`src/rtl/gad_pkg.sv`:
```
// gad_pkg: shared types and constants for the gamepad axis deadzone block
`timescale 1ns / 1ps
package gad_pkg;

   localparam int SAMPLE_BITS = 16;
   localparam int QUEUE_DEPTH = 2;
   localparam int RSP_DEPTH   = 4;

   // register indexes
   localparam logic [1:0] CSR_STICK_DZ  = 2'd0;
   localparam logic [1:0] CSR_TRIG_DZ   = 2'd1;
   localparam logic [1:0] CSR_TRIG_THR  = 2'd2;

   localparam logic [14:0] STICK_DZ_RESET = 15'd4915;
   localparam logic [14:0] TRIG_DZ_RESET  = 15'd4915;
   localparam logic [15:0] TRIG_THR_RESET = 16'd4915;
   localparam logic [16:0] FULL_SCALE     = 17'd32768;
   localparam logic [3:0]  TRIG_KEY_BASE  = 4'd6;

   typedef struct packed {
      logic [14:0] stick_dz;
      logic [14:0] trig_dz;
      logic [15:0] trig_thr;
   } cfg_type;

   // classified word handed from front to back
   typedef struct packed {
      logic [1:0]  cmd;
      logic        trig;
      logic        x_neg;
      logic        y_neg;
      logic [15:0] ax;
      logic [15:0] ay;
   } item_type;

   typedef struct packed {
      logic [3:0]  key;
      logic        pressed;
      logic [15:0] amount;
      logic        last;
   } rsp_type;

   typedef enum logic [3:0] {
      ST_IDLE,
      ST_SQUARE,
      ST_SUM,
      ST_SQRT,
      ST_CHECK,
      ST_DIV_GO,
      ST_DIV_WAIT,
      ST_EMIT
   } state_type;

   typedef enum logic [1:0] {
      OP_SCALE,
      OP_COMP_X,
      OP_COMP_Y,
      OP_TRIG
   } div_op_type;

endpackage

```
`src/rtl/gad_front.sv`:
```
// gad_front: accepts samples, brings them to q.15, classifies and queues them
`timescale 1ns / 1ps
module gad_front #(
   parameter int SAMPLE_BITS = gad_pkg::SAMPLE_BITS
) (
   input  logic                          clock,
   input  logic                          reset,
   input  logic                          req_push,
   output logic                          req_full,
   input  logic [1:0]                    req_cmd,
   input  logic signed [SAMPLE_BITS-1:0] req_x_pos,
   input  logic signed [SAMPLE_BITS-1:0] req_y_pos,
   output logic                          q_valid,
   input  logic                          q_pop,
   output gad_pkg::item_type             q_item
);
   localparam int PW = $clog2(gad_pkg::QUEUE_DEPTH);
   localparam int CW = $clog2(gad_pkg::QUEUE_DEPTH + 1);

   logic signed [15:0] x_q15;
   logic signed [15:0] y_q15;
   gad_pkg::item_type  cls;

   gad_pkg::item_type  mem_ff [gad_pkg::QUEUE_DEPTH];
   logic [PW-1:0]      wr_ff, wr_in, rd_ff, rd_in;
   logic [CW-1:0]      cnt_ff, cnt_in;
   logic               do_push, do_pop;

   // sample to q.15 by arithmetic shift
   generate
      if (SAMPLE_BITS >= 16) begin : g_down
         assign x_q15 = req_x_pos[SAMPLE_BITS-1 -: 16];
         assign y_q15 = req_y_pos[SAMPLE_BITS-1 -: 16];
      end else begin : g_up
         assign x_q15 = {req_x_pos, {(16-SAMPLE_BITS){1'b0}}};
         assign y_q15 = {req_y_pos, {(16-SAMPLE_BITS){1'b0}}};
      end
   endgenerate

   // sign and magnitude split
   always_comb begin
      cls.cmd   = req_cmd;
      cls.trig  = req_cmd[1];
      cls.x_neg = x_q15[15];
      cls.y_neg = y_q15[15];
      cls.ax    = x_q15[15] ? 16'(-x_q15) : x_q15;
      cls.ay    = y_q15[15] ? 16'(-y_q15) : y_q15;
   end

   assign req_full = (cnt_ff == CW'(gad_pkg::QUEUE_DEPTH));
   assign q_valid  = (cnt_ff != '0);
   assign q_item   = mem_ff[rd_ff];
   assign do_push  = req_push && !req_full;
   assign do_pop   = q_pop && q_valid;

   // queue pointers
   always_comb begin
      wr_in  = do_push ? PW'((32'(wr_ff) + 1) % gad_pkg::QUEUE_DEPTH) : wr_ff;
      rd_in  = do_pop  ? PW'((32'(rd_ff) + 1) % gad_pkg::QUEUE_DEPTH) : rd_ff;
      cnt_in = cnt_ff + CW'(do_push) - CW'(do_pop);
   end

   always_ff @(posedge clock) begin
      if (reset) begin
         wr_ff  <= '0;
         rd_ff  <= '0;
         cnt_ff <= '0;
      end else begin
         wr_ff  <= wr_in;
         rd_ff  <= rd_in;
         cnt_ff <= cnt_in;
      end
   end

   // queue storage
   always_ff @(posedge clock) begin
      if (do_push) begin
         mem_ff[wr_ff] <= cls;
      end
   end
endmodule

```
`src/rtl/gad_div.sv`:
```
// gad_div: restoring divider, one quotient bit per cycle
`timescale 1ns / 1ps
module gad_div (
   input  logic        clock,
   input  logic        reset,
   input  logic        start,
   input  logic [31:0] dividend,
   input  logic [16:0] divisor,
   output logic        done,
   output logic [31:0] quotient
);
   logic [31:0] dq_ff, dq_in;
   logic [16:0] rem_ff, rem_in;
   logic [16:0] dvs_ff;
   logic [4:0]  cnt_ff, cnt_in;
   logic        busy_ff, busy_in;
   logic        done_ff, done_in;
   logic [17:0] rem_sh;
   logic        ge;

   // one shift and subtract step
   always_comb begin
      rem_sh  = {rem_ff, dq_ff[31]};
      ge      = (rem_sh >= {1'b0, dvs_ff});
      rem_in  = ge ? 17'(rem_sh - {1'b0, dvs_ff}) : rem_sh[16:0];
      dq_in   = {dq_ff[30:0], ge};
      cnt_in  = cnt_ff + 5'd1;
      busy_in = busy_ff && (cnt_ff != 5'd31);
      done_in = busy_ff && (cnt_ff == 5'd31);
   end

   always_ff @(posedge clock) begin
      if (reset) begin
         busy_ff <= 1'b0;
         done_ff <= 1'b0;
         cnt_ff  <= '0;
      end else if (start) begin
         busy_ff <= 1'b1;
         done_ff <= 1'b0;
         cnt_ff  <= '0;
      end else begin
         busy_ff <= busy_in;
         done_ff <= done_in;
         cnt_ff  <= busy_ff ? cnt_in : cnt_ff;
      end
   end

   always_ff @(posedge clock) begin
      if (start) begin
         dq_ff  <= dividend;
         rem_ff <= '0;
         dvs_ff <= divisor;
      end else if (busy_ff) begin
         dq_ff  <= dq_in;
         rem_ff <= rem_in;
      end
   end

   assign done     = done_ff;
   assign quotient = dq_ff;
endmodule

```
`src/rtl/gad_back.sv`:
```
// gad_back: magnitude, rescale and key event sequencer with result queue
`timescale 1ns / 1ps
module gad_back (
   input  logic              clock,
   input  logic              reset,
   input  gad_pkg::cfg_type  cfg,
   input  logic              q_valid,
   output logic              q_pop,
   input  gad_pkg::item_type q_item,
   output logic              rsp_empty,
   input  logic              rsp_pop,
   output logic [3:0]        rsp_key,
   output logic              rsp_pressed,
   output logic [15:0]       rsp_amount,
   output logic              rsp_last
);
   localparam int PW = $clog2(gad_pkg::RSP_DEPTH);
   localparam int CW = $clog2(gad_pkg::RSP_DEPTH + 1);

   gad_pkg::state_type  state_ff, state_in;
   gad_pkg::div_op_type op_ff;
   gad_pkg::item_type   item_ff;
   logic [31:0] sq_x_ff, sq_y_ff, rad_ff;
   logic [17:0] rem_ff;
   logic [15:0] root_ff;
   logic [3:0]  cnt_ff;
   logic [16:0] scale_ff, vx_ff, vy_ff;
   logic [1:0]  emit_ff;

   logic [19:0] rem_sh, trial;
   logic        sq_ge;
   logic        stick_idle, trig_go, emit_done;
   logic        div_start, div_done;
   logic [31:0] div_dvd, div_q;
   logic [16:0] div_dvs, scale_clamp;
   logic [32:0] prod;
   logic [16:0] v;
   logic        neg;

   gad_pkg::rsp_type rsp_mem_ff [gad_pkg::RSP_DEPTH];
   logic [PW-1:0]    wr_ff, rd_ff;
   logic [CW-1:0]    rcnt_ff;
   logic             rsp_full, push, do_pop;
   gad_pkg::rsp_type push_word;

   // sqrt step and decisions
   always_comb begin
      rem_sh      = {rem_ff, rad_ff[31:30]};
      trial       = {2'b00, root_ff, 2'b01};
      sq_ge       = (rem_sh >= trial);
      stick_idle  = (root_ff == '0) || (root_ff < {1'b0, cfg.stick_dz});
      trig_go     = !q_item.x_neg && (q_item.ax >= {1'b0, cfg.trig_dz});
      emit_done   = item_ff.trig || (emit_ff == 2'd3);
      scale_clamp = (div_q > 32'(gad_pkg::FULL_SCALE)) ? gad_pkg::FULL_SCALE : div_q[16:0];
   end

   // next state
   always_comb begin
      state_in = state_ff;
      case (state_ff)
         gad_pkg::ST_IDLE: begin
            if (q_valid) begin
               if (!q_item.trig) state_in = gad_pkg::ST_SQUARE;
               else if (trig_go) state_in = gad_pkg::ST_DIV_GO;
               else              state_in = gad_pkg::ST_EMIT;
            end
         end
         gad_pkg::ST_SQUARE: state_in = gad_pkg::ST_SUM;
         gad_pkg::ST_SUM:    state_in = gad_pkg::ST_SQRT;
         gad_pkg::ST_SQRT: begin
            if (cnt_ff == 4'd15) state_in = gad_pkg::ST_CHECK;
         end
         gad_pkg::ST_CHECK: begin
            state_in = stick_idle ? gad_pkg::ST_EMIT : gad_pkg::ST_DIV_GO;
         end
         gad_pkg::ST_DIV_GO: state_in = gad_pkg::ST_DIV_WAIT;
         gad_pkg::ST_DIV_WAIT: begin
            if (div_done) begin
               if (op_ff == gad_pkg::OP_COMP_Y || op_ff == gad_pkg::OP_TRIG)
                  state_in = gad_pkg::ST_EMIT;
               else
                  state_in = gad_pkg::ST_DIV_GO;
            end
         end
         gad_pkg::ST_EMIT: begin
            if (!rsp_full && emit_done) state_in = gad_pkg::ST_IDLE;
         end
         default: state_in = gad_pkg::ST_IDLE;
      endcase
   end

   // outputs of the sequencer
   always_comb begin
      q_pop     = 1'b0;
      div_start = 1'b0;
      push      = 1'b0;
      div_dvd   = '0;
      div_dvs   = 17'd1;
      prod      = '0;
      case (state_ff)
         gad_pkg::ST_IDLE:   q_pop = q_valid;
         gad_pkg::ST_DIV_GO: begin
            div_start = 1'b1;
            case (op_ff)
               gad_pkg::OP_SCALE: begin
                  div_dvd = {17'(root_ff - {1'b0, cfg.stick_dz}), 15'd0};
                  div_dvs = gad_pkg::FULL_SCALE - {2'b00, cfg.stick_dz};
               end
               gad_pkg::OP_COMP_X: begin
                  prod    = item_ff.ax * scale_ff;
                  div_dvd = prod[31:0];
                  div_dvs = {1'b0, root_ff};
               end
               gad_pkg::OP_COMP_Y: begin
                  prod    = item_ff.ay * scale_ff;
                  div_dvd = prod[31:0];
                  div_dvs = {1'b0, root_ff};
               end
               gad_pkg::OP_TRIG: begin
                  div_dvd = {17'(item_ff.ax - {1'b0, cfg.trig_dz}), 15'd0};
                  div_dvs = gad_pkg::FULL_SCALE - {2'b00, cfg.trig_dz};
               end
               default: div_dvd = '0;
            endcase
         end
         gad_pkg::ST_EMIT:   push = !rsp_full;
         default:            q_pop = 1'b0;
      endcase
   end

   // event word for the current emit step
   always_comb begin
      v   = emit_ff[1] ? vy_ff : vx_ff;
      neg = emit_ff[1] ? item_ff.y_neg : item_ff.x_neg;
      if (item_ff.trig) begin
         push_word.key     = gad_pkg::TRIG_KEY_BASE + {2'b00, item_ff.cmd};
         push_word.amount  = vx_ff[15:0];
         push_word.pressed = ({1'b0, vx_ff[15:0]} > {1'b0, cfg.trig_thr});
         push_word.last    = 1'b1;
      end else begin
         push_word.key     = {1'b0, item_ff.cmd[0], emit_ff};
         push_word.pressed = (v != '0) && (emit_ff[0] ? !neg : neg);
         push_word.amount  = push_word.pressed ? v[15:0] : 16'd0;
         push_word.last    = (emit_ff == 2'd3);
      end
   end

   always_ff @(posedge clock) begin
      if (reset) state_ff <= gad_pkg::ST_IDLE;
      else       state_ff <= state_in;
   end

   // datapath registers
   always_ff @(posedge clock) begin
      case (state_ff)
         gad_pkg::ST_IDLE: begin
            item_ff <= q_item;
            emit_ff <= '0;
            vx_ff   <= '0;
            vy_ff   <= '0;
            op_ff   <= q_item.trig ? gad_pkg::OP_TRIG : gad_pkg::OP_SCALE;
         end
         gad_pkg::ST_SQUARE: begin
            sq_x_ff <= item_ff.ax * item_ff.ax;
            sq_y_ff <= item_ff.ay * item_ff.ay;
         end
         gad_pkg::ST_SUM: begin
            rad_ff  <= sq_x_ff + sq_y_ff;
            rem_ff  <= '0;
            root_ff <= '0;
            cnt_ff  <= '0;
         end
         gad_pkg::ST_SQRT: begin
            rad_ff  <= {rad_ff[29:0], 2'b00};
            rem_ff  <= sq_ge ? 18'(rem_sh - trial) : rem_sh[17:0];
            root_ff <= {root_ff[14:0], sq_ge};
            cnt_ff  <= cnt_ff + 4'd1;
         end
         gad_pkg::ST_DIV_WAIT: begin
            if (div_done) begin
               case (op_ff)
                  gad_pkg::OP_SCALE: begin
                     scale_ff <= scale_clamp;
                     op_ff    <= gad_pkg::OP_COMP_X;
                  end
                  gad_pkg::OP_COMP_X: begin
                     vx_ff <= div_q[16:0];
                     op_ff <= gad_pkg::OP_COMP_Y;
                  end
                  gad_pkg::OP_COMP_Y: vy_ff <= div_q[16:0];
                  default:            vx_ff <= div_q[16:0];
               endcase
            end
         end
         gad_pkg::ST_EMIT: begin
            if (!rsp_full) emit_ff <= emit_ff + 2'd1;
         end
         default: cnt_ff <= cnt_ff;
      endcase
   end

   gad_div u_div (
      .clock    (clock),
      .reset    (reset),
      .start    (div_start),
      .dividend (div_dvd),
      .divisor  (div_dvs),
      .done     (div_done),
      .quotient (div_q)
   );

   // result queue
   assign rsp_full    = (rcnt_ff == CW'(gad_pkg::RSP_DEPTH));
   assign rsp_empty   = (rcnt_ff == '0);
   assign do_pop      = rsp_pop && !rsp_empty;
   assign rsp_key     = rsp_mem_ff[rd_ff].key;
   assign rsp_pressed = rsp_mem_ff[rd_ff].pressed;
   assign rsp_amount  = rsp_mem_ff[rd_ff].amount;
   assign rsp_last    = rsp_mem_ff[rd_ff].last;

   always_ff @(posedge clock) begin
      if (reset) begin
         wr_ff   <= '0;
         rd_ff   <= '0;
         rcnt_ff <= '0;
      end else begin
         if (push)   wr_ff <= PW'((32'(wr_ff) + 1) % gad_pkg::RSP_DEPTH);
         if (do_pop) rd_ff <= PW'((32'(rd_ff) + 1) % gad_pkg::RSP_DEPTH);
         rcnt_ff <= rcnt_ff + CW'(push) - CW'(do_pop);
      end
   end

   always_ff @(posedge clock) begin
      if (push) rsp_mem_ff[wr_ff] <= push_word;
   end
endmodule

```
`src/rtl/gamepad_axis_deadzone.sv`:
```
// gamepad_axis_deadzone: top level with control registers, front and back
//
//  channel  ports                                  word
//  req      req_push / req_full                    cmd, x_pos, y_pos
//  rsp      rsp_pop / rsp_empty                    key, pressed, amount, last
//  csr      csr_we, csr_index, csr_wdata           register write, no wait
//
// in the back end a stick word is taken, squared and summed, then goes
// through the square root, the deadzone check, three divisions on the
// shared divider and four pushes, with no divisions inside the deadzone.
// a trigger word gets one division, none if negative or under the deadzone.
// reset is synchronous; queues empty and registers return to their defaults.
// the front queue accepts words while the back works; the back stalls only
// while the result queue is full.
`timescale 1ns / 1ps
module gamepad_axis_deadzone #(
   parameter int SAMPLE_BITS = gad_pkg::SAMPLE_BITS
) (
   input  logic                          clock,
   input  logic                          reset,
   input  logic                          req_push,
   output logic                          req_full,
   input  logic [1:0]                    req_cmd,
   input  logic signed [SAMPLE_BITS-1:0] req_x_pos,
   input  logic signed [SAMPLE_BITS-1:0] req_y_pos,
   output logic                          rsp_empty,
   input  logic                          rsp_pop,
   output logic [3:0]                    rsp_key,
   output logic                          rsp_pressed,
   output logic [15:0]                   rsp_amount,
   output logic                          rsp_last,
   input  logic                          csr_we,
   input  logic [1:0]                    csr_index,
   input  logic [15:0]                   csr_wdata
);
   gad_pkg::cfg_type  cfg_ff;
   gad_pkg::item_type q_item;
   logic              q_valid, q_pop;

   // control registers
   always_ff @(posedge clock) begin
      if (reset) begin
         cfg_ff.stick_dz <= gad_pkg::STICK_DZ_RESET;
         cfg_ff.trig_dz  <= gad_pkg::TRIG_DZ_RESET;
         cfg_ff.trig_thr <= gad_pkg::TRIG_THR_RESET;
      end else if (csr_we) begin
         case (csr_index)
            gad_pkg::CSR_STICK_DZ: cfg_ff.stick_dz <= csr_wdata[14:0];
            gad_pkg::CSR_TRIG_DZ:  cfg_ff.trig_dz  <= csr_wdata[14:0];
            gad_pkg::CSR_TRIG_THR: cfg_ff.trig_thr <= csr_wdata;
            default:               cfg_ff          <= cfg_ff;
         endcase
      end
   end

   gad_front #(.SAMPLE_BITS(SAMPLE_BITS)) u_front (
      .clock     (clock),
      .reset     (reset),
      .req_push  (req_push),
      .req_full  (req_full),
      .req_cmd   (req_cmd),
      .req_x_pos (req_x_pos),
      .req_y_pos (req_y_pos),
      .q_valid   (q_valid),
      .q_pop     (q_pop),
      .q_item    (q_item)
   );

   gad_back u_back (
      .clock       (clock),
      .reset       (reset),
      .cfg         (cfg_ff),
      .q_valid     (q_valid),
      .q_pop       (q_pop),
      .q_item      (q_item),
      .rsp_empty   (rsp_empty),
      .rsp_pop     (rsp_pop),
      .rsp_key     (rsp_key),
      .rsp_pressed (rsp_pressed),
      .rsp_amount  (rsp_amount),
      .rsp_last    (rsp_last)
   );
endmodule

```
`config.mk`:
```
export PLATFORM = sky130hd
export DESIGN_NAME = gamepad_axis_deadzone
export DESIGN_NICKNAME = d
export VERILOG_FILES = /design/src/rtl/gad_pkg.sv /design/src/rtl/gad_front.sv /design/src/rtl/gad_div.sv /design/src/rtl/gad_back.sv /design/src/rtl/gamepad_axis_deadzone.sv
export SDC_FILE = /design/constraint.sdc
export NUM_CORES = 2
export LEC_CHECK = 0
export BUFFER_PORTS_ARGS = -buffer_cell sky130_fd_sc_hd__clkbuf_2
export CAP_MARGIN = 20
export CORE_MARGIN = 1
export CORE_UTILIZATION = 40
export CTS_CLUSTER_SIZE = 14
export DETAILED_ROUTE_END_ITERATION = 7
export PLACE_DENSITY = 0.57
export SLEW_MARGIN = 10
export SYNTH_ARGS = -nofsm -noshare
export SYNTH_HDL_FRONTEND = slang
export SYNTH_HIERARCHICAL = 1
export SYNTH_SLANG_ARGS = --single-unit
```
`constraint.sdc`:
```
create_clock -name clock -period 9 [get_ports clock]
set_input_delay 0.9 -clock clock [delete_from_list [all_inputs] [get_ports clock]]
set_output_delay 0.9 -clock clock [all_outputs]
set_load 0.05 [all_outputs]
```
==> metrics <==
status finished, final reports clean; drt drc 0; RePlAce Congestion 0.941; Setup TNS 0 ps; adder and majority cell fraction of the synthesized area 0.370; unrepaired setup endpoints after global routing no; final core utilization 0.434; CTS H-tree lvls 2; routed length per instance 19.3 um; clock latency on the worst-skew pair 650 ps; CTS Buf Count 54; Yosys reg bits 520; XOR/XNOR Fraction of Synth Area 0.0356; crit end category flop; placed instance count 7,777; ranking of synthesized cells by area fa_1, edfxtp_1, ha_1, inv_1, and2_1; Fin. Hold Viols 0; share of cells above drive strength 1 0.0695; dpl hpwl 119 mm; clk_skew 44.8 ps; Post-layout nets 7,267; Core Box Area 146,000 sq um; Hold Crit Class input port to flop; final slew viol count 0; FP Rows 140; initial drt markers 2,569; multi-input combinational cell area 39,000 sq um; CTS tree done; Rel. slew slack 0.289; area growth from synthesis to layout 7.50%; clk sinks 520; Reg clk slew, reported paths 70 ps; antenna violations before repair 6; Synth Area in Compound Gates 0.0854; fraction of registers with async set/reset 0; first-pass GRT wire length 244 mm; drt total wl 152 mm; mux cell area share after synthesis 0.0362; synth unique cells 95; fillers 14.2k; share of the synthesized area in the top cell type 0.254; Clock Path Buffers 3; Synth warnings 6; Arrival @ worst endpoint 8200 ps; Simple-Gate Fraction of Synth Area 0.135; die span in y 386 um; via count 41.0k; Final Cycle Share 0.870; CP Data Required Time 9370 ps; Layout Cells excl Fill 7,885; Pre-antenna DRT Iters 6; Post-synth top flop edfxtp_1; area leader, netlist fa_1; mapped cell area 58,800 sq um; Crit Path Category flop to flop; Die X-Extent 386 um; die area 149,000 sq um; GRT Util Overall 0.210; Tightest Pin Transition 1070 ps; number of global-route vias before repair 42.9k; number of synthesized flops with an enable pin 433; DRT antenna net count 0; fmax 128 MHz; Post-Syn Area per Cell 9.90 sq um; CP Max Fanout 19; # setup viols final 0; Initial Util 0.404; Synth Instances 5,942; drt via density 5.20; FF+latch area 14,700 sq um; WHS 464 ps; main combinational cell family by area after synthesis adder cells; Tmin final 7830 ps; post-CTS sizing 0; I/O pin count 81; global route overflow 0; Startpoint Class flop; IO Port Bufs 80; Post-CTS Hold Buffers 0; max_cap viols 0; largest net degree at the start of global routing 87; clk root buf clkbuf_16; sequential area share after synthesis 0.251; setup bufs post-CTS 0
[area by class of cell]
type	instances	area share
clock buffer	68	0.0238
inverter	1099	0.0652
clock inverter	33	0.00601
sequential	520	0.233
timing repair buffer	165	0.0167
multi-input combinational	4076	0.617
antenna	7	0.000277
tap	1917	0.0379
[cells in the final DEF, fill, tap and decap left out, drive strengths merged, types with 17 or more instances in the layout]
cell,instances
a22o,17
mux2,75
nand2b,81
nor2,277
a21oi,184
o21a,42
o211ai,21
clkinv,17
o21ai,163
nor4,25
dfxtp,87
xnor2,156
ha,548
nand4,41
or2,20
o21bai,18
and3,23
o31ai,31
a211oi,48
nand3,43
mux2i,79
nor2b,34
or3,19
clkbuf,148
fa,746
edfxtp,433
a221oi,24
nand2,582
and2,377
nor3,63
a21o,61
xor2,83
mux4,22
a31oi,19
buf,85
inv,1108
[critical path: stages, from the launching register on]
cell       delay [ps]
edfxtp_1          920
buf_4             360
nand2_1           110
fa_1              520
fa_1              510
fa_1              520
inv_1              60
fa_1              440
fa_1              520
inv_1              50
fa_1              480
inv_1              50
ha_1              430
nand4_1           170
nor4b_1           330
a21oi_1           110
a41oi_1           310
o21ai_1           240
o21ai_0           300
mux2i_1           100
a2111oi_0         510
a221oi_1          210
mux2_2            300
[stage by stage]
stage          area, sq um  worst slack, ps
2_1_floorplan        58800             2330
3_3_place_gp         61300             1470
3_5_place_dp         61300             1340
4_1_cts              63200             1320
5_1_grt              63300              929
6_report             63300             1170
[logic make-up after synthesis]
kind of cell | count (synthesis)
AND/OR/NAND/NOR | 1622
buffers and inverters | 1347
adder cells (fa/ha/maj) | 1294
AO/OA/AOI/OAI | 743
flip-flops | 520
XOR/XNOR | 239
multiplexers | 176
other | 1
[cell usage after synthesis, types with 27 or more instances]
library cell	number
o31ai_1	27
fa_1	746
xnor2_1	156
inv_1	1099
nor2_1	277
a211oi_1	47
mux2i_1	79
nor3_1	63
o21ai_0	141
ha_1	548
nand2_1	582
edfxtp_1	433
o21a_1	42
nand4_1	41
a21o_1	61
and2_1	377
mux2_2	75
xor2_1	83
nand3_1	43
clkbuf_1	216
dfxtp_1	87
nand2b_1	81
a21oi_1	182
nor2b_1	34
[final timing paths]
| check | from | to | slack (ps) | depth (start not counted) |
|---|---|---|---|---|
| max | u_back/scale_ff[10]$_SDFFCE_PN0P_ | u_back/u_div/quotient[24]$_DFFE_PP_ | 1170 | 22 |
| min reg2reg | cfg_ff[15]$_SDFFE_PP0P_ | cfg_ff[15]$_SDFFE_PP0P_ | 480 | 2 |
| min | req_cmd[1] | u_front/mem_ff[0][34]$_DFFE_PP_ | 460 | 1 |
| max reg2reg | u_back/scale_ff[10]$_SDFFCE_PN0P_ | u_back/u_div/quotient[24]$_DFFE_PP_ | 1170 | 22 |
[routing by layer]
metal / routed length [um] / GRT usage / part of all wire
met1: 67600 / 0.285 / 0.44
met2: 73700 / 0.355 / 0.48
met3: 6510 / 0.0212 / 0.043
met4: 4510 / 0.0599 / 0.030
met5: 0 / 0 / 0
[sequential cells by signal (all words and copies together) (netlist names), 3 cells and up, named ones only]
register	count
u_back/root_ff	16
u_front/mem_ff	72
u_back/u_div/dvs_ff	17
u_back/item_ff	37
u_back/rcnt_ff	3
u_back/u_div/quotient	32
u_back/u_div/rem_ff	17
u_back/cnt_ff	4
u_back/rsp_mem_ff	88
u_back/vy_ff	17
u_back/rad_ff	32
u_back/scale_ff	17
u_back/vx_ff	17
u_back/state_ff	3
u_back/sq_y_ff	31
cfg_ff	46
u_back/u_div/cnt_ff	5
u_back/rem_ff	18
u_back/sq_x_ff	31
Power is not shown: default switching activity piles up to over one toggle a cycle in this logic, so the estimate is an artifact.
